[config.mk]
export PLATFORM = sky130hd
export DESIGN_NAME = q2e_cordic_cell
export DESIGN_NICKNAME = d
export VERILOG_FILES = /design/src/hw/rtl/q2e_pkg.sv /design/src/hw/rtl/q2e_cordic_cell.sv
export SDC_FILE = /design/constraint.sdc
export NUM_CORES = 2
export LEC_CHECK = 0
export BUFFER_PORTS_ARGS = -buffer_cell sky130_fd_sc_hd__buf_2
export CAP_MARGIN = 20
export CELL_PAD_IN_SITES_DETAIL_PLACEMENT = 1
export CELL_PAD_IN_SITES_GLOBAL_PLACEMENT = 2
export CORE_AREA = 2 2 429 431
export DETAILED_ROUTE_END_ITERATION = 12
export DIE_AREA = 0 0 431 433
export PLACE_DENSITY = 0.79
export SLEW_MARGIN = 5
export SYNTH_ARGS = -nofsm -noshare
export SYNTH_HDL_FRONTEND = slang
export SYNTH_SLANG_ARGS = --single-unit
[constraint.sdc]
create_clock -name clk -period 11.2 [get_ports clk]
set_input_delay 0.56 -clock clk [delete_from_list [all_inputs] [get_ports clk]]
set_output_delay 0.56 -clock clk [all_outputs]
set_load 0.02 [all_outputs]
[src/hw/rtl/q2e_pkg.sv]
// shared constants, types and the arctangent table for the quaternion to euler block
`timescale 1ns / 1ps
package q2e_pkg;

  localparam int COMP_W     = 16;
  localparam int ANG_F      = 12;
  localparam int STAGES_DEF = 16;
  localparam int ZFRAC      = 60;
  localparam int OP_W       = 32;
  localparam int CW         = 60;
  localparam int ZW         = 64;
  localparam int SQ_W       = 62;
  localparam int SQ_STEPS   = 31;
  localparam int OUT_SH     = ZFRAC - ANG_F;
  localparam int RND_W      = ZW - OUT_SH;
  localparam int ROLL_W     = ANG_F + 3;
  localparam int PITCH_W    = ANG_F + 2;
  localparam int TAB_N      = 32;
  localparam int NORM_MSB   = 55;
  localparam int SH_W       = 6;
  localparam int MSB_W      = 5;
  localparam int NUM_SLOTS  = 2;
  localparam int NUM_LANES  = 3;
  localparam int LANE_ROLL  = 0;
  localparam int LANE_PITCH = 1;
  localparam int LANE_YAW   = 2;

  typedef struct packed {
    logic signed [CW-1:0] x;
    logic signed [CW-1:0] y;
    logic signed [ZW-1:0] z;
  } lane_t;

  typedef struct packed {
    logic                 vld;
    logic                 slot;
    logic [NUM_LANES-1:0] zero;
  } tag_t;

  typedef struct packed {
    logic signed [OP_W-1:0] ra;
    logic signed [OP_W-1:0] rb;
    logic signed [OP_W-1:0] ya;
    logic signed [OP_W-1:0] yb;
    logic signed [OP_W-1:0] s30;
  } ops_t;

  // long division, used only while the table is built
  function automatic logic [63:0] udiv(input logic [63:0] num, input logic [63:0] den);
    logic [64:0] rem;
    logic [63:0] q;
    rem = '0;
    q   = '0;
    for (int b = 63; b >= 0; b--) begin
      rem = {rem[63:0], num[b]};
      if (rem >= {1'b0, den}) begin
        rem  = rem - {1'b0, den};
        q[b] = 1'b1;
      end
    end
    return q;
  endfunction

  // atan(2^-i) from its power series, entry 0 is atan(1/2) + atan(1/3)
  function automatic logic [TAB_N-1:0][63:0] build_tab();
    logic [TAB_N-1:0][63:0] tab;
    logic [63:0] acc;
    logic [63:0] term;
    logic [63:0] part;
    logic [63:0] den;
    int e;
    tab = '0;
    for (int i = 1; i < TAB_N; i++) begin
      acc = '0;
      for (int k = 0; k < 31; k++) begin
        e = i * (2 * k + 1);
        if (e <= ZFRAC) begin
          term = udiv(64'd1 << (ZFRAC - e), 64'(2 * k + 1));
          if (k[0]) acc = acc - term;
          else acc = acc + term;
        end
      end
      tab[i] = acc;
    end
    acc  = '0;
    term = udiv(64'd1 << ZFRAC, 64'd3);
    den  = 64'd1;
    for (int k = 0; k < 48; k++) begin
      if (term != '0) begin
        part = udiv(term, den);
        if (k[0]) acc = acc - part;
        else acc = acc + part;
        term = udiv(term, 64'd9);
        den  = den + 64'd2;
      end
    end
    tab[0] = tab[1] + acc;
    return tab;
  endfunction

  localparam logic [TAB_N-1:0][63:0] ATAN_TAB = build_tab();
  localparam logic signed [ZW-1:0] PI_Z = signed'({ATAN_TAB[0][ZW-3:0], 2'b00});
  localparam logic signed [ZW-1:0] RND_HALF =
    signed'({{(ZW-OUT_SH){1'b0}}, 1'b1, {(OUT_SH-1){1'b0}}});
  localparam logic signed [ZW-1:0] PI_RND  = (PI_Z + RND_HALF) >>> OUT_SH;
  localparam logic signed [ZW-1:0] HPI_RND = ((PI_Z >>> 1) + RND_HALF) >>> OUT_SH;
  localparam logic signed [RND_W-1:0] LIM_PI  = PI_RND[RND_W-1:0];
  localparam logic signed [RND_W-1:0] LIM_HPI = HPI_RND[RND_W-1:0];

endpackage

[src/hw/rtl/q2e_cordic_cell.sv]
// one vectoring cordic micro rotation for the roll, pitch and yaw lanes
`timescale 1ns / 1ps
module q2e_cordic_cell #(
  parameter int IDX = 0
) (
  input  logic                                          clk,
  input  logic                                          rst_n,
  input  logic                                          en,
  input  q2e_pkg::lane_t [q2e_pkg::NUM_LANES-1:0]       lane_i,
  input  q2e_pkg::tag_t                                 tag_i,
  output q2e_pkg::lane_t [q2e_pkg::NUM_LANES-1:0]       lane_r,
  output q2e_pkg::tag_t                                 tag_r
);

  localparam logic signed [q2e_pkg::ZW-1:0] ANG = signed'(q2e_pkg::ATAN_TAB[IDX]);

  q2e_pkg::lane_t [q2e_pkg::NUM_LANES-1:0] lane_nxt;
  logic signed [q2e_pkg::CW-1:0] xsh [q2e_pkg::NUM_LANES];
  logic signed [q2e_pkg::CW-1:0] ysh [q2e_pkg::NUM_LANES];

  always_comb begin
    for (int l = 0; l < q2e_pkg::NUM_LANES; l++) begin
      xsh[l] = $signed(lane_i[l].x) >>> IDX;
      ysh[l] = $signed(lane_i[l].y) >>> IDX;
      if (!lane_i[l].y[q2e_pkg::CW-1]) begin
        lane_nxt[l].x = lane_i[l].x + ysh[l];
        lane_nxt[l].y = lane_i[l].y - xsh[l];
        lane_nxt[l].z = lane_i[l].z + ANG;
      end else begin
        lane_nxt[l].x = lane_i[l].x - ysh[l];
        lane_nxt[l].y = lane_i[l].y + xsh[l];
        lane_nxt[l].z = lane_i[l].z - ANG;
      end
    end
  end

  always_ff @(posedge clk) begin
    if (!rst_n) begin
      tag_r <= '0;
    end else if (en) begin
      tag_r <= tag_i;
    end
  end

  always_ff @(posedge clk) begin
    if (en) begin
      lane_r <= lane_nxt;
    end
  end

endmodule

==> flow_summary.yaml <==
logic_synthesis:
  syn_avg_cell_area_sq_um: 8.38
  synth_cells: 7117
  syn_area_sq_mm: 0.0596
  synth_edf_count: 549
  ys_async_sr_fraction_pct: 0
  ys_dominant_reg_cell: "edfxtp_1"
  synth_seq_cells: 554
  yosysSeqAreaShare_pct: 27.8
  synth.yosys.warnings: 0
  ys_types: 106
  syn_nets: 8451
critical_path:
  start_kind: "input port"
  r2r_cells: 2
  crit_chain: "buf_2 -> inv_1 -> ha_1 -> inv_1 -> nor4_1 -> nand2_1 -> o211ai_1 -> a31o_2 -> a31oi_1 -> o21ai_0 -> a31oi_1 -> o21ai_0 -> a2111oi_0 -> a21oi_1 -> xnor2_1"
  cpMaxStageDelayCell: "o21ai_0"
  crit_path_start: "lane_i[257]"
  worstSetupPathType: "input port to register"
  r2r_start: "tag_r[0]"
  r2r_setup_slack_ns: 10.57
  crit_arrival_ns: 5.12
  cpPeakStageDelay_ns: 0.74
  reg2reg_to: "tag_r[0]"
  required_ns: 11.64
  crit_end: "lane_r[360]"
  worst-path-max-fanout: 13
  cp-end-kind: "register"
run_status:
  status: "complete, no violations"
floorplanning:
  dieArea_sq_mm: 0.187
  die_y_um: 433
  rows: 157
  io_pins: 1117
  initial_core_util_pct: 32.7
  core_sq_mm: 0.182
  dieWidth_um: 431
timing:
  rsz0062_at_grt: "no"
  hold_viol: 0
  tightest_slew_ns: 1.11
  min_period_ns: 4.68
  setup_violations: 0
  max_freq_ghz: 0.214
  finalCritPeriodShare_pct: 41.8
  slew_viol_final: 0
  setup_tns_ns: 0
  slew-limit-headroom_pct: 26.3
  fin_skew_ns: 0
route:
  via_per_inst: 5.67
  drcViolationCount: 0
  wl_per_cell_um: 27.3
  via_count: 59640
  drtIter0Drc: 4059
  ant_nets: 0
  routed_wl_um: 286000
  dr.pass1.iters: 5
cts:
  htreeDepth: 3
  cts_buffer_depth: 3
  postCtsSetupRepairBufs: 0
  clkTransAtPathRegs_ns: 0.06
  clock-sinks: 554
  cts.repair.resized: 0
  cts_inserted_buffers: 77
  clk_latency_ns: 0.70
  cts_tree: "yes"
  cts-root-buf: "clkbuf_16"
hold_path:
  hold_class: "input port to register"
grt:
  grt_pass1_vias: 60320
  track_usage_pct: 29.3
  grt_max_degree: 137
  overflow: 0
  grt_first_pass_wirelength_um: 411000
  antenna_found_initial: 121
cells_and_area:
  fin_util_pct: 38.3
  drive_above_1_share_pct: 16.8
  final_cell_mix: "buf_2, a21oi_1, ha_1"
  area_delta_synth_final_pct: 16.9
  fill_cells: 21867
  mostFrequentLayoutCell: "buf_2"
  fin_nets: 9343
placement:
  port_buffers: 1116
  place_congestion: 0.980
  dpl.hpwl_um: 237000
job:
  maxCapViolations: 0
power:
  peakVddDrop_v: 0.000102
  power_density_mw_per_mm2: 135
  p_leak_nw: 30.8
==> power by group <==
group	internal, mW	switching, mW
sequential	2.77	0.175
clock	1.38	1.09
combinational	1.27	2.69
==> cells by family after synthesis <==
kind of cell,after synthesis,share of synthesized area (%)
AO/OA/AOI/OAI,2529,26.6
XOR/XNOR,528,7.76
adder cells (fa/ha/maj),774,16.4
buffers and inverters,942,6.10
flip-flops,554,27.8
multiplexers,118,1.99
AND/OR/NAND/NOR,1672,13.4
==> routing by layer <==
layer | wire length (um) | global-route usage [%] | part of all wire [%]
met3 | 15500 | 4.44 | 5.4
met1 | 117000 | 35.4 | 41
met5 | 417 | 0 | 0.15
met4 | 16600 | 16.5 | 5.8
met2 | 137000 | 49.4 | 48
==> flip-flops by register name, indices dropped and copies added, names as in the netlist <==
register / cells
lane_r: 549
tag_r: 5
==> synthesized netlist by cell type, drive strengths merged (12+ instances only) <==
master | instances | area (sq um)
a2111oi | 17 | 181
a211o | 18 | 158
a211oi | 60 | 465
a21boi | 34 | 255
a21o | 247 | 1850
a21oi | 981 | 4930
a221o | 16 | 160
a221oi | 29 | 297
a311oi | 12 | 105
a31o | 18 | 158
a31oi | 75 | 469
a41oi | 18 | 158
and2 | 25 | 156
and3 | 28 | 175
and4 | 15 | 131
buf | 100 | 472
clkbuf | 234 | 878
clkinv | 15 | 56.3
edfxtp | 549 | 16500
fa | 12 | 240
ha | 762 | 9530
inv | 593 | 2230
mux2i | 115 | 1150
nand2 | 416 | 1560
nand2b | 52 | 325
nand3 | 121 | 606
nand4 | 129 | 807
nor2 | 524 | 1970
nor2b | 72 | 450
nor3 | 125 | 631
nor4 | 67 | 440
o211ai | 41 | 318
o21a | 47 | 353
o21ai | 487 | 2450
o21bai | 192 | 1440
o221ai | 15 | 131
o22ai | 12 | 75.1
o311ai | 14 | 130
o31a | 17 | 149
o31ai | 84 | 656
o41ai | 18 | 206
or2 | 22 | 138
or3 | 29 | 181
xnor2 | 426 | 3730
xor2 | 102 | 893
==> cell type report <==
| cell class | count | area (sq um) | share of cell area [%] |
|---|---|---|---|
| flip-flops and latches | 554 | 16600 | 23.8 |
| diodes | 59 | 148 | 0.212 |
| inverters | 608 | 2290 | 3.29 |
| repair buffers | 1147 | 5860 | 8.41 |
| clock inverters | 45 | 375 | 0.539 |
| clock buffers | 91 | 2020 | 2.90 |
| multi-input cells | 5621 | 39400 | 56.6 |
| well taps | 2385 | 2980 | 4.28 |
==> per-stage QoR <==
| step | setup slack [ns] | instances | power (mW) | instance area, sq um | hold slack (ns) |
|---|---|---|---|---|---|
| global route | 6.23 | 10496 | 9.81 | 69600 | 0.111 |
| global placement | 6.02 | 10310 | 6.88 | 67100 | 0.499 |
| floorplan | 6.31 | 7117 | 5.32 | 59600 | 0.590 |
| detailed placement | 5.97 | 10310 | 6.90 | 67100 | 0.503 |
| finish | 6.52 | 10510 | 9.38 | 69700 | 0.119 |
| CTS | 6.77 | 10449 | 9.44 | 69500 | 0.0516 |
==> worst min-delay path by stage <==
stage,endpoint,start,cells after the start
floorplan,tag_r[0],tag_r[0],2
global placement,tag_r[3],tag_r[3],2
detailed placement,tag_r[3],tag_r[3],2
CTS,tag_r[3],rst_n,2
global route,lane_r[369],lane_i[369],2
finish,tag_r[3],tag_i[3],3
==> worst max-delay path, delay by kind of cell <==
kind                     cells  cell delay, ns
XOR/XNOR                     1            0.14
buffers and inverters        3            0.43
adder cells (fa/ha/maj)      1            0.62
AO/OA/AOI/OAI                8            2.65
AND/OR/NAND/NOR              2            0.71
==> repair_timing <==
item / CTS / global route
setup endpoints to repair: 0 / 0
hold buffers: 3 / 0
endpoints found under the hold margin: 3 / 0
Power figures use the tool's default switching activity.
