File: config.mk
export PLATFORM = sky130hd
export DESIGN_NAME = q2e_sqrt_cell
export DESIGN_NICKNAME = d
export VERILOG_FILES = /design/src/hw/rtl/q2e_pkg.sv /design/src/hw/rtl/q2e_sqrt_cell.sv
export SDC_FILE = /design/constraint.sdc
export NUM_CORES = 1
export LEC_CHECK = 0
export BUFFER_PORTS_ARGS = -buffer_cell sky130_fd_sc_hd__buf_2
export CAP_MARGIN = 20
export CORE_AREA = 5 5 222 224
export DETAILED_ROUTE_END_ITERATION = 16
export DIE_AREA = 0 0 227 229
export GPL_ROUTABILITY_DRIVEN = 1
export GPL_TIMING_DRIVEN = 0
export PLACE_DENSITY = 0.7
export SLEW_MARGIN = 30
export SYNTH_ARGS = -nofsm -noshare
export SYNTH_HDL_FRONTEND = slang
export SYNTH_SLANG_ARGS = --single-unit
File: constraint.sdc
create_clock -name clk -period 9.51 [get_ports clk]
set_input_delay 1.902 -clock clk [delete_from_list [all_inputs] [get_ports clk]]
set_output_delay 1.902 -clock clk [all_outputs]
set_load 0.02 [all_outputs]
File: src/hw/rtl/q2e_pkg.sv
// shared constants, types and the arctangent table for the quaternion to euler block
`timescale 1ns / 1ps
package q2e_pkg;

  localparam int COMP_W     = 16;
  localparam int ANG_F      = 12;
  localparam int STAGES_DEF = 16;
  localparam int ZFRAC      = 60;
  localparam int OP_W       = 32;
  localparam int CW         = 60;
  localparam int ZW         = 64;
  localparam int SQ_W       = 62;
  localparam int SQ_STEPS   = 31;
  localparam int OUT_SH     = ZFRAC - ANG_F;
  localparam int RND_W      = ZW - OUT_SH;
  localparam int ROLL_W     = ANG_F + 3;
  localparam int PITCH_W    = ANG_F + 2;
  localparam int TAB_N      = 32;
  localparam int NORM_MSB   = 55;
  localparam int SH_W       = 6;
  localparam int MSB_W      = 5;
  localparam int NUM_SLOTS  = 2;
  localparam int NUM_LANES  = 3;
  localparam int LANE_ROLL  = 0;
  localparam int LANE_PITCH = 1;
  localparam int LANE_YAW   = 2;

  typedef struct packed {
    logic signed [CW-1:0] x;
    logic signed [CW-1:0] y;
    logic signed [ZW-1:0] z;
  } lane_t;

  typedef struct packed {
    logic                 vld;
    logic                 slot;
    logic [NUM_LANES-1:0] zero;
  } tag_t;

  typedef struct packed {
    logic signed [OP_W-1:0] ra;
    logic signed [OP_W-1:0] rb;
    logic signed [OP_W-1:0] ya;
    logic signed [OP_W-1:0] yb;
    logic signed [OP_W-1:0] s30;
  } ops_t;

  // long division, used only while the table is built
  function automatic logic [63:0] udiv(input logic [63:0] num, input logic [63:0] den);
    logic [64:0] rem;
    logic [63:0] q;
    rem = '0;
    q   = '0;
    for (int b = 63; b >= 0; b--) begin
      rem = {rem[63:0], num[b]};
      if (rem >= {1'b0, den}) begin
        rem  = rem - {1'b0, den};
        q[b] = 1'b1;
      end
    end
    return q;
  endfunction

  // atan(2^-i) from its power series, entry 0 is atan(1/2) + atan(1/3)
  function automatic logic [TAB_N-1:0][63:0] build_tab();
    logic [TAB_N-1:0][63:0] tab;
    logic [63:0] acc;
    logic [63:0] term;
    logic [63:0] part;
    logic [63:0] den;
    int e;
    tab = '0;
    for (int i = 1; i < TAB_N; i++) begin
      acc = '0;
      for (int k = 0; k < 31; k++) begin
        e = i * (2 * k + 1);
        if (e <= ZFRAC) begin
          term = udiv(64'd1 << (ZFRAC - e), 64'(2 * k + 1));
          if (k[0]) acc = acc - term;
          else acc = acc + term;
        end
      end
      tab[i] = acc;
    end
    acc  = '0;
    term = udiv(64'd1 << ZFRAC, 64'd3);
    den  = 64'd1;
    for (int k = 0; k < 48; k++) begin
      if (term != '0) begin
        part = udiv(term, den);
        if (k[0]) acc = acc - part;
        else acc = acc + part;
        term = udiv(term, 64'd9);
        den  = den + 64'd2;
      end
    end
    tab[0] = tab[1] + acc;
    return tab;
  endfunction

  localparam logic [TAB_N-1:0][63:0] ATAN_TAB = build_tab();
  localparam logic signed [ZW-1:0] PI_Z = signed'({ATAN_TAB[0][ZW-3:0], 2'b00});
  localparam logic signed [ZW-1:0] RND_HALF =
    signed'({{(ZW-OUT_SH){1'b0}}, 1'b1, {(OUT_SH-1){1'b0}}});
  localparam logic signed [ZW-1:0] PI_RND  = (PI_Z + RND_HALF) >>> OUT_SH;
  localparam logic signed [ZW-1:0] HPI_RND = ((PI_Z >>> 1) + RND_HALF) >>> OUT_SH;
  localparam logic signed [RND_W-1:0] LIM_PI  = PI_RND[RND_W-1:0];
  localparam logic signed [RND_W-1:0] LIM_HPI = HPI_RND[RND_W-1:0];

endpackage

File: src/hw/rtl/q2e_sqrt_cell.sv
// one restoring square root step, with the atan2 operands riding along
`timescale 1ns / 1ps
module q2e_sqrt_cell #(
  parameter int K = 0
) (
  input  logic                       clk,
  input  logic                       rst_n,
  input  logic                       en,
  input  logic [q2e_pkg::SQ_W-1:0]   v_i,
  input  logic [q2e_pkg::SQ_W-1:0]   q_i,
  input  q2e_pkg::ops_t              ops_i,
  input  q2e_pkg::tag_t              tag_i,
  output logic [q2e_pkg::SQ_W-1:0]   v_r,
  output logic [q2e_pkg::SQ_W-1:0]   q_r,
  output q2e_pkg::ops_t              ops_r,
  output q2e_pkg::tag_t              tag_r
);

  localparam logic [q2e_pkg::SQ_W-1:0] BIT = q2e_pkg::SQ_W'(64'd1 << (2 * K));

  logic [q2e_pkg::SQ_W-1:0] trial;
  logic [q2e_pkg::SQ_W-1:0] v_nxt;
  logic [q2e_pkg::SQ_W-1:0] q_nxt;

  always_comb begin
    trial = q_i + BIT;
    if (v_i >= trial) begin
      v_nxt = v_i - trial;
      q_nxt = (q_i >> 1) + BIT;
    end else begin
      v_nxt = v_i;
      q_nxt = q_i >> 1;
    end
  end

  always_ff @(posedge clk) begin
    if (!rst_n) begin
      tag_r <= '0;
    end else if (en) begin
      tag_r <= tag_i;
    end
  end

  always_ff @(posedge clk) begin
    if (en) begin
      v_r   <= v_nxt;
      q_r   <= q_nxt;
      ops_r <= ops_i;
    end
  end

endmodule

==> impl_metrics.py, run 1 <==
metrics = {
    "setup_path": {
        "rr_startpoint": "tag_r[1]",
        "slowest_stage": "nor4_1",
        "crit_family": "simple AND/OR/NAND/NOR gates",
        "cp.required_ns": 9.78,
        "cp.depth": 25,
        "cp_max_fo": 10,
        "criticalPathCategory": "in -> reg",
        "path_buf_inv": 5,
        "cp-end-kind": "flip-flop",
        "critPathLaunch": "q_i[1]",
        "slowest_delay_ns": 0.77,
        "startpoint_type": "input pin",
        "r2r_end": "tag_r[1]",
        "rr_worst_depth": 2,
        "cp_data_arrival_time_ns": 9.40,
        "critical_path.endpoint": "v_r[61]",
        "rrSetupSlack_ns": 8.90,
    },
    "logic_synthesis": {
        "synthFlopType": "edfxtp_1",
        "synth_enable_flop_cells": 284,
        "synth.avg_cell_area_um2": 11.24,
        "synthArstFlopShare": 0,
        "synthCells": 1385,
        "synth_fp_nets": 1742,
        "synth_top_area_cell": "edfxtp_1",
        "synth_top_area_share": 0.5478,
        "post_synth_num_cell_types": 59,
        "yosysWarnings": 0,
        "yosys-top-cells-area": "edfxtp_1, xnor2_1, ha_1, a21oi_1, xor2_1",
        "seq_area_frac_synth": 0.5543,
        "syn-cell-area_um2": 15570,
        "synth_seq_cells": 289,
    },
    "routing": {
        "drc_errors": 0,
        "drt-initial-drc-count": 1166,
        "via_per_inst": 5.308,
        "drt-total-wl_mm": 65.56,
        "ant_nets": 0,
        "wl_per_cell_um": 24.91,
        "drtPass1Iterations": 5,
        "vias": 13970,
    },
    "final_layout": {
        "postLayoutCoreUtil": 0.4320,
        "stdcell_area_um2": 20360,
        "layout_commonest_cell": "buf_2",
        "final_cell_mix": "buf_2, edfxtp_1, nor2_1",
        "drive_gt1_frac": 0.3300,
        "fin_nets": 2346,
        "area.growth.synth_to_final_pct": 30.81,
        "fin_cells": 2632,
    },
    "sta": {
        "finalCritPeriodShare": 0.9598,
        "clock_skew_ns": 0,
        "worst_pin_slew_ns": 0.9310,
        "fin_crit_ns": 9.128,
        "max_freq_mhz": 109.6,
        "finalSetupViolCount": 0,
        "hold_violations": 0,
        "whs_ns": 0.5261,
        "tns_ns": 0,
        "rsz0062_at_grt": "no",
        "relSlewSlack": 0.3745,
        "final_max_slew_viol_count": 0,
    },
    "min_path": {
        "hp-class": "reg -> reg",
    },
    "clock_tree": {
        "cts_buffers": 34,
        "cts_hold_buf": 0,
        "clockBufferDepth": 3,
        "cts-resized-gates": 0,
        "cts_tree": "done",
        "clock_latency_ns": 0.54,
        "htreeDepth": 2,
        "clk_transition_reported_paths_ns": 0.06,
        "root_buffer": "clkbuf_16",
        "clock_sinks": 289,
        "cts_setup_buffers": 0,
    },
    "floorplan": {
        "fp.dieW_um": 227,
        "core_area_um2": 47150,
        "fp-row-count": 80,
        "start_util": 0.3302,
        "ios": 581,
        "die_height_um": 229,
        "die_area_um2": 51980,
    },
    "grt": {
        "grt_first_pass_wirelength_mm": 91.50,
        "gr-total-overflow": 0,
        "grtUsageTotal": 0.2371,
        "antenna_found_initial": 10,
        "grt_max_degree": 92,
        "grt_pass1_vias": 13660,
    },
    "placed_design": {
        "place_area_um2": 19270,
        "io_buffers": 565,
        "gp_congestion": 0.9632,
        "dp_hpwl_mm": 53.37,
        "post-place-cells": 2568,
    },
    "pwr": {
        "pwr-share-seq": 0.424,
        "swShare": 0.3072,
        "clkPwrFrac": 0.345,
        "irDropWorstVdd_v": 0.0001478,
        "power.density_nw_per_um2": 182.0,
        "p_leak_nw": 8.235,
        "p_sw_mw": 1.139,
        "p_int_mw": 2.568,
        "comb_power_share": 0.231,
    },
    "job": {
        "max_cap_viol_count": 0,
    },
    "run_status": {
        "run_status": "finished clean",
    },
}
worst min path at each step:
stage                     cells after the start     start  endpoint  slack, ns
after detailed placement                      2  tag_r[4]  tag_r[4]       0.51
after global routing                          2  tag_r[0]  tag_r[0]       0.57
final                                         2  tag_r[0]  tag_r[0]       0.53
after global placement                        2  tag_r[4]  tag_r[4]       0.50
after floorplan                               2  tag_r[0]  tag_r[0]       0.59
after CTS                                     2  tag_r[3]  tag_r[3]       0.53
tightest hold or removal path, cell delays in order, from the launching register on:
cell and delay, ns:
dfxtp_1 0.33, mux2i_1 0.07, nor2b_1 0.09
logic make-up (layout without fill, tap and decap cells):
kind of cell    count (synthesis)  after routing  synth area share
fa+ha+maj                      65             65           0.05272
xor+xnor                      177            177           0.09958
other cells                     0              5                 0
flops                         289            289            0.5543
buf+inv                       100            727           0.02676
simple gates                  466            466            0.1450
mux                            21             21           0.01479
compound gates                267            267            0.1069
sequential cells by signal, indices dropped and copies added, names as in the netlist:
name   cells
q_r       62
tag_r      5
ops_r    160
v_r       62
synth_stat cells (10+ instances only):
master	n
a21o_1	24
a21oi_1	126
a31oi_1	13
and2_1	10
and3_1	23
and4_1	11
buf_2	15
clkbuf_1	49
edfxtp_1	284
ha_1	64
inv_1	29
mux2_2	16
nand2_1	99
nand3_1	73
nand4_1	49
nor2_1	128
nor2b_1	15
nor3_1	24
nor4_1	14
o21ai_0	35
o21bai_1	10
xnor2_1	109
xor2_1	68
layer usage:
metal	GRT usage	wire length (µm)	vias up	part of all wire
met4	0.09045	2652	10	0.040
met3	0.05404	5313	144	0.081
met1	0.2841	25070	6779	0.38
met5	0	59	-	0.00090
li1	-	-	6334	-
met2	0.4133	32470	703	0.50
cell type report:
class | instances | area, µm²
Antenna cell | 5 | 12.51
Multi-Input combinational cell | 996 | 6534
Fill cell | 4570 | 26780
Timing Repair Buffer | 568 | 2920
Inverter | 29 | 108.9
Sequential cell | 289 | 8628
Clock buffer | 43 | 905.9
Tap cell | 615 | 769.5
Clock inverter | 16 | 177.7
Buffer | 71 | 307.8
stage by stage:
step | setup slack, ns | total power [mW]
2_1_floorplan | 3.262 | 2.081
3_3_place_gp | -0.1351 | 2.451
3_5_place_dp | -0.09361 | 2.448
4_1_cts | 0.4428 | 3.750
5_1_grt | 0.1320 | 3.867
6_report | 0.3819 | 3.707
power groups by stage:
stage	Combinational, mW	Sequential, mW	Clock [mW]
global route	0.911	1.58	1.37
floorplan	0.325	1.76	0
global placement	0.845	1.61	0
CTS	0.855	1.57	1.32
detailed placement	0.851	1.60	0
finish	0.855	1.57	1.28
No activity file was read; power rests on OpenSTA's default activity.
==> run 2, diff against run 1 <==
Settings changed: BUFFER_PORTS_ARGS -buffer_cell sky130_fd_sc_hd__buf_2 to not set, CORE_AREA 5 5 222 224 to 5 5 226 228, CTS_BUF_LIST set to sky130_fd_sc_hd__clkbuf_8, DIE_AREA 0 0 227 229 to 0 0 231 233, DONT_BUFFER_PORTS set to 1, PLACE_DENSITY 0.7 to 0.58.
==> run 2 against run 1 <==
Effect of this change:
- the flow now finishes with violations (slew limit)
- non-clock buffer count shrank 568
- power is 8.4% lower
- via count shrank 15%
- hold slack gained 0.12 ns
- cell area down 15%
- clock power decreased by 9%
- first-iteration DRC count fell by 15%
- core utilization decreased by 7.4 points
- worst setup slack improved by 0.39 ns
- critical endpoint is now q_r[30]
==> impl_metrics.py, run 2 (same netlist as run 1, synthesis figures left out) <==
metrics = {
    "setup_path": {
        "cp.required_ns": 9.89,
        "cp_max_fo": 10,
        "criticalPathCategory": "in -> reg",
        "startpoint_type": "input pin",
        "cp_data_arrival_time_ns": 9.11,
        "cp-end-kind": "flip-flop",
    },
    "grt": {
        "gr-total-overflow": 0,
        "grt_max_degree": 286,
        "antenna_found_initial": 12,
        "grt_first_pass_wirelength_mm": 85.24,
        "grt_pass1_vias": 11470,
        "grtUsageTotal": 0.2186,
    },
    "sta": {
        "finalWorstSetupSlack_ns": 0.7753,
        "max_freq_mhz": 114.5,
        "relSlewSlack": -0.07188,
        "final_max_slew_viol_count": 118,
        "finalCritPeriodShare": 0.9185,
        "finalSetupViolCount": 0,
        "rsz0062_at_grt": "no",
        "clock_skew_ns": 0,
        "tns_ns": 0,
        "hold_violations": 0,
        "fin_crit_ns": 8.735,
        "worst_pin_slew_ns": 1.608,
    },
    "routing": {
        "drt-total-wl_mm": 62.58,
        "drt-initial-drc-count": 990,
        "m1WireLength_mm": 23.30,
        "highest_layer": "met5",
        "wl_met2_mm": 31.29,
        "drtPass1Iterations": 6,
        "via_per_inst": 5.623,
        "wl_per_cell_um": 29.80,
        "ant_nets": 0,
        "wl_met3_mm": 5.411,
        "vias": 11810,
        "drc_errors": 0,
    },
    "placed_design": {
        "place_area_um2": 16370,
        "gp_congestion": 0.9374,
        "io_buffers": 0,
        "pre_cts_ws_ns": 0.1808,
        "dp_hpwl_mm": 49.76,
        "post-place-cells": 2007,
    },
    "final_layout": {
        "regMostFlops": "ops_r",
        "fin_nets": 1793,
        "layout_commonest_cell": "edfxtp_1",
        "area.growth.synth_to_final_pct": 11.74,
        "reg_top3": "ops_r: 160 flops, q_r: 62 flops, v_r: 62 flops",
        "drive_gt1_frac": 0.08073,
        "final_cell_mix": "edfxtp_1, nor2_1, a21oi_1",
        "stdcell_area_um2": 17400,
        "largest_register_ffs": 160,
        "fin_cells": 2100,
    },
    "floorplan": {
        "ios": 581,
        "start_util": 0.3200,
        "core_area_um2": 48650,
        "die_height_um": 233,
        "fp-row-count": 81,
        "fp.dieW_um": 231,
        "die_area_um2": 53820,
    },
    "clock_tree": {
        "root_buffer": "clkbuf_8",
        "clk_transition_reported_paths_ns": 0.06,
        "cts_setup_buffers": 0,
        "cts_buffers": 49,
        "cts_tree": "done",
        "cts_hold_buf": 0,
        "cts-resized-gates": 0,
        "clock_latency_ns": 0.61,
        "clockBufferDepth": 3,
        "clock_sinks": 289,
        "htreeDepth": 2,
    },
    "pwr": {
        "power.density_nw_per_um2": 195.1,
        "p_leak_nw": 5.990,
        "totalPowerFinal_mw": 3.394,
        "irDropWorstVdd_v": 0.00008700,
    },
    "min_path": {
        "hp-class": "reg -> reg",
    },
    "job": {
        "max_cap_viol_count": 0,
    },
    "run_status": {
        "run_status": "finished with violations",
        "violations": "slew limit",
    },
}
==> run 2: per-stage QoR <==
stage / hold slack [ns] / util
final: 0.6440 / 0.3576
after global routing: 0.6556 / 0.3574
after CTS: 0.6406 / 0.3574
after detailed placement: 0.6215 / 0.3365
after global placement: 0.6196 / 0.3360
after floorplan: 0.5895 / -
==> run 2: worst paths after layout <==
kind | startpoint | to | slack (ns) | cells past startpoint
worst min register to register | tag_r[4] | tag_r[4] | 0.64 | 2
worst max register to register | tag_r[0] | tag_r[0] | 8.75 | 2
worst max-delay path | q_i[1] | q_r[30] | 0.78 | 24
worst min-delay path | tag_r[4] | tag_r[4] | 0.64 | 2
==> run 2: power by group <==
| group | internal, mW | total [mW] | switching, mW | leakage (nW) |
|---|---|---|---|---|
| Sequential | 1.56 | 1.78 | 0.220 | 2.82 |
| Clock | 0.627 | 1.17 | 0.540 | 0.543 |
| Combinational | 0.169 | 0.451 | 0.282 | 2.62 |
| Total | 2.35 | 3.39 | 1.04 | 5.99 |
==> run 2: area by class of cell <==
cell class	count	area [µm²]
buffer	71	307.8
inverter	29	108.9
clock inverter	40	342.8
multi-input combinational	996	6545
fill	4846	31250
antenna	4	10.01
sequential	289	8628
clock buffer	49	674.4
tap	622	778.2
==> run 2: critical path, stage by stage <==
cell      delay, ns
ha_1           0.12
clkbuf_1       0.47
nand3_1        0.14
nor2_1         0.19
and3_1         0.27
nand3_1        0.17
nor2_1         0.62
nand4_1        0.36
nor2_1         0.22
nand2_1        0.14
nor2_1         0.28
xnor2_1        0.13
ha_1           0.36
nand4_1        0.27
nor4_2         0.71
nand4_1        0.16
nor4_1         0.51
a21oi_1        0.18
o221ai_1       0.19
o21bai_2       0.21
buf_6          0.21
clkbuf_1       0.71
nand3_1        0.35
xnor2_1        0.22
==> run 2: per-layer routing <==
layer  up-vias  GRT usage
li1       5230          -
met4        16    0.08042
met5         -          0
met2       622     0.3836
met1      5795     0.2497
met3       146    0.07077
==> run 3, diff against run 2 <==
Settings changed: ABC_AREA set to 1, CORE_AREA 5 5 226 228 to 5 5 221 223, DIE_AREA 0 0 231 233 to 0 0 226 228, PLACE_DENSITY 0.58 to 0.67.
==> run 3 against run 2 <==
Effect of this change:
- the run now ends clean
- via count is 42% higher
- first-iteration DRC count up 46%
- synthesized cell count up 77%
- flip-flop and latch count did not move
- worst setup slack improved by 1.8 ns
- clock power is 9% lower
- non-clock buffer count decreased by 41
- area after synthesis is 21% higher
==> impl_metrics.py, run 3 <==
metrics = {
    "placed_design": {
        "pre_cts_ws_ns": 2.061,
        "io_buffers": 0,
        "gp_congestion": 0.9919,
        "dp_hpwl_mm": 75.11,
    },
    "setup_path": {
        "crit_family": "simple AND/OR/NAND/NOR gates",
        "slowest_stage": "nor3_1",
        "startpoint_type": "input pin",
        "cp_max_fo": 10,
        "path_buf_inv": 3,
        "cp.required_ns": 9.84,
        "criticalPathCategory": "in -> reg",
        "slowest_delay_ns": 0.73,
        "cp_data_arrival_time_ns": 7.28,
        "crit_chain": "ha_1, inv_1, nor2_2, inv_1, nor3_1, nand2_1, nor2_1, xor2_1, ha_1, nand2_1, o21ai_0, a21oi_1, nand3_1, nor2_1, nand2_4, clkbuf_1, o21ai_1",
        "cp-end-kind": "flip-flop",
    },
    "logic_synthesis": {
        "yosys-top-cells-area": "edfxtp_1, nand2_1, inv_1, xor2_1, ha_1",
        "yosysWarnings": 0,
        "post_synth_num_cell_types": 36,
        "synth_top_area_cell": "edfxtp_1",
        "synth.avg_cell_area_um2": 7.641,
        "post-synth-top-count-cell": "nand2_1",
        "seq_area_frac_synth": 0.4596,
        "synth_top_area_share": 0.4542,
        "syn-cell-area_um2": 18770,
        "synthFlopType": "edfxtp_1",
        "synth_enable_flop_cells": 284,
        "synth_fp_nets": 2814,
        "synthCells": 2457,
        "synth_seq_cells": 289,
        "synthArstFlopShare": 0,
        "yosys-top-cells-count": "nand2_1, inv_1, edfxtp_1, nor2_1, xor2_1",
    },
    "clock_tree": {
        "root_buffer": "clkbuf_8",
        "clk_transition_reported_paths_ns": 0.06,
        "clockBufferDepth": 3,
        "clock_sinks": 289,
        "cts-resized-gates": 0,
        "cts_setup_buffers": 0,
        "cts_tree": "done",
        "cts_hold_buf": 0,
        "htreeDepth": 2,
        "cts_buffers": 47,
        "clock_latency_ns": 0.60,
    },
    "routing": {
        "drtPass1Iterations": 6,
        "wl_per_cell_um": 28.06,
        "ant_nets": 0,
        "drt-initial-drc-count": 1445,
        "via_per_inst": 5.314,
        "vias": 16760,
        "drt-total-wl_mm": 88.48,
        "drc_errors": 0,
    },
    "pwr": {
        "p_sw_mw": 1.208,
        "p_int_mw": 2.324,
        "p_leak_nw": 9.639,
        "power.density_nw_per_um2": 172.7,
        "irDropWorstVdd_v": 0.0001810,
        "swShare": 0.3420,
        "comb_power_share": 0.181,
        "pwr-share-seq": 0.516,
        "clkPwrFrac": 0.304,
    },
    "sta": {
        "final_max_slew_viol_count": 0,
        "finalCritPeriodShare": 0.7312,
        "finalWorstSetupSlack_ns": 2.556,
        "hold_violations": 0,
        "clock_skew_ns": 0,
        "fin_crit_ns": 6.954,
        "max_freq_mhz": 143.8,
        "rsz0062_at_grt": "no",
        "worst_pin_slew_ns": 1.193,
        "whs_ns": 0.6616,
        "relSlewSlack": 0.2047,
        "finalSetupViolCount": 0,
        "tns_ns": 0,
    },
    "grt": {
        "grt_max_degree": 291,
        "grt_first_pass_wirelength_mm": 118.7,
        "grt_pass1_vias": 15870,
        "gr-total-overflow": 0,
        "grtUsageTotal": 0.3268,
        "antenna_found_initial": 8,
    },
    "run_status": {
        "run_status": "finished clean",
    },
    "floorplan": {
        "die_height_um": 228,
        "fp.dieW_um": 226,
        "fp-row-count": 79,
        "core_area_um2": 46360,
        "die_area_um2": 51530,
        "start_util": 0.4050,
        "ios": 581,
    },
    "min_path": {
        "hp-class": "reg -> reg",
    },
    "final_layout": {
        "area.growth.synth_to_final_pct": 8.944,
        "postLayoutCoreUtil": 0.4412,
        "drive_gt1_frac": 0.04249,
        "regMostFlops": "ops_r",
        "reg_top3": "ops_r: 160 flops, q_r: 62 flops, v_r: 62 flops",
        "final_cell_mix": "nand2_1, inv_1, edfxtp_1",
        "fin_nets": 2863,
        "largest_register_ffs": 160,
        "layout_commonest_cell": "nand2_1",
    },
    "job": {
        "max_cap_viol_count": 0,
    },
}
==> run 3: final timing paths <==
kind / start / end / slack, ns / depth (start not counted)
worst max register to register: tag_r[1] / tag_r[1] / 8.71 / 2
worst max-delay path: q_i[1] / q_r[30] / 2.56 / 17
worst min register to register: tag_r[3] / tag_r[3] / 0.66 / 2
worst min-delay path: tag_r[3] / tag_r[3] / 0.66 / 2
==> run 3: logic make-up after synthesis <==
group                      Yosys count  synth area share
and+or+nand+nor                   1379            0.2989
buffers and inverters              471            0.1015
DFF                                289            0.4596
xor gates and xnor gates           143           0.06671
AOI/OAI and AO/OA                  110           0.02959
adders and majority gates           65           0.04372
==> run 3: stage by stage <==
step	instances	total power [mW]	cell area [µm²]
3_5_place_dp	3064	2.472	19530
4_1_cts	3149	3.545	20440
5_1_grt	3151	3.672	20450
3_3_place_gp	3064	2.469	19530
6_report	3153	3.532	20450
2_1_floorplan	2457	2.211	18770
==> run 3: cell type report <==
type,count,area (µm²)
antenna,4,10.01
buffer,30,250.2
clock buffer,49,674.4
clock inverter,36,235.2
fill,4771,25900
inverter,441,1655
multi-input combinational,1697,8240
sequential,289,8628
tap,607,759.5
==> run 3: power groups by stage <==
stage                     clock network (mW)  logic (mW)  registers (mW)
after floorplan                            0       0.420            1.79
after global placement                     0       0.620            1.85
after detailed placement                   0       0.625            1.85
after CTS                               1.09       0.627            1.82
after global routing                    1.15       0.696            1.83
final                                   1.07       0.638            1.82
==> run 3: worst reg2reg max path: cells and delay by family, from the launching register on <==
kind	cells	cell delay, ns
AOI/OAI and AO/OA	1	0.12
DFF	1	0.51
and+or+nand+nor	1	0.11
==> run 3: layer usage <==
metal / routed length (µm) / GRT usage / share of wire / vias up
met4: 4656 / 0.1521 / 0.053 / 6
met5: 50 / 0 / 0.00057 / -
met3: 6679 / 0.06306 / 0.075 / 159
li1: - / - / - / 7805
met2: 44610 / 0.5838 / 0.50 / 848
met1: 32490 / 0.3750 / 0.37 / 7937
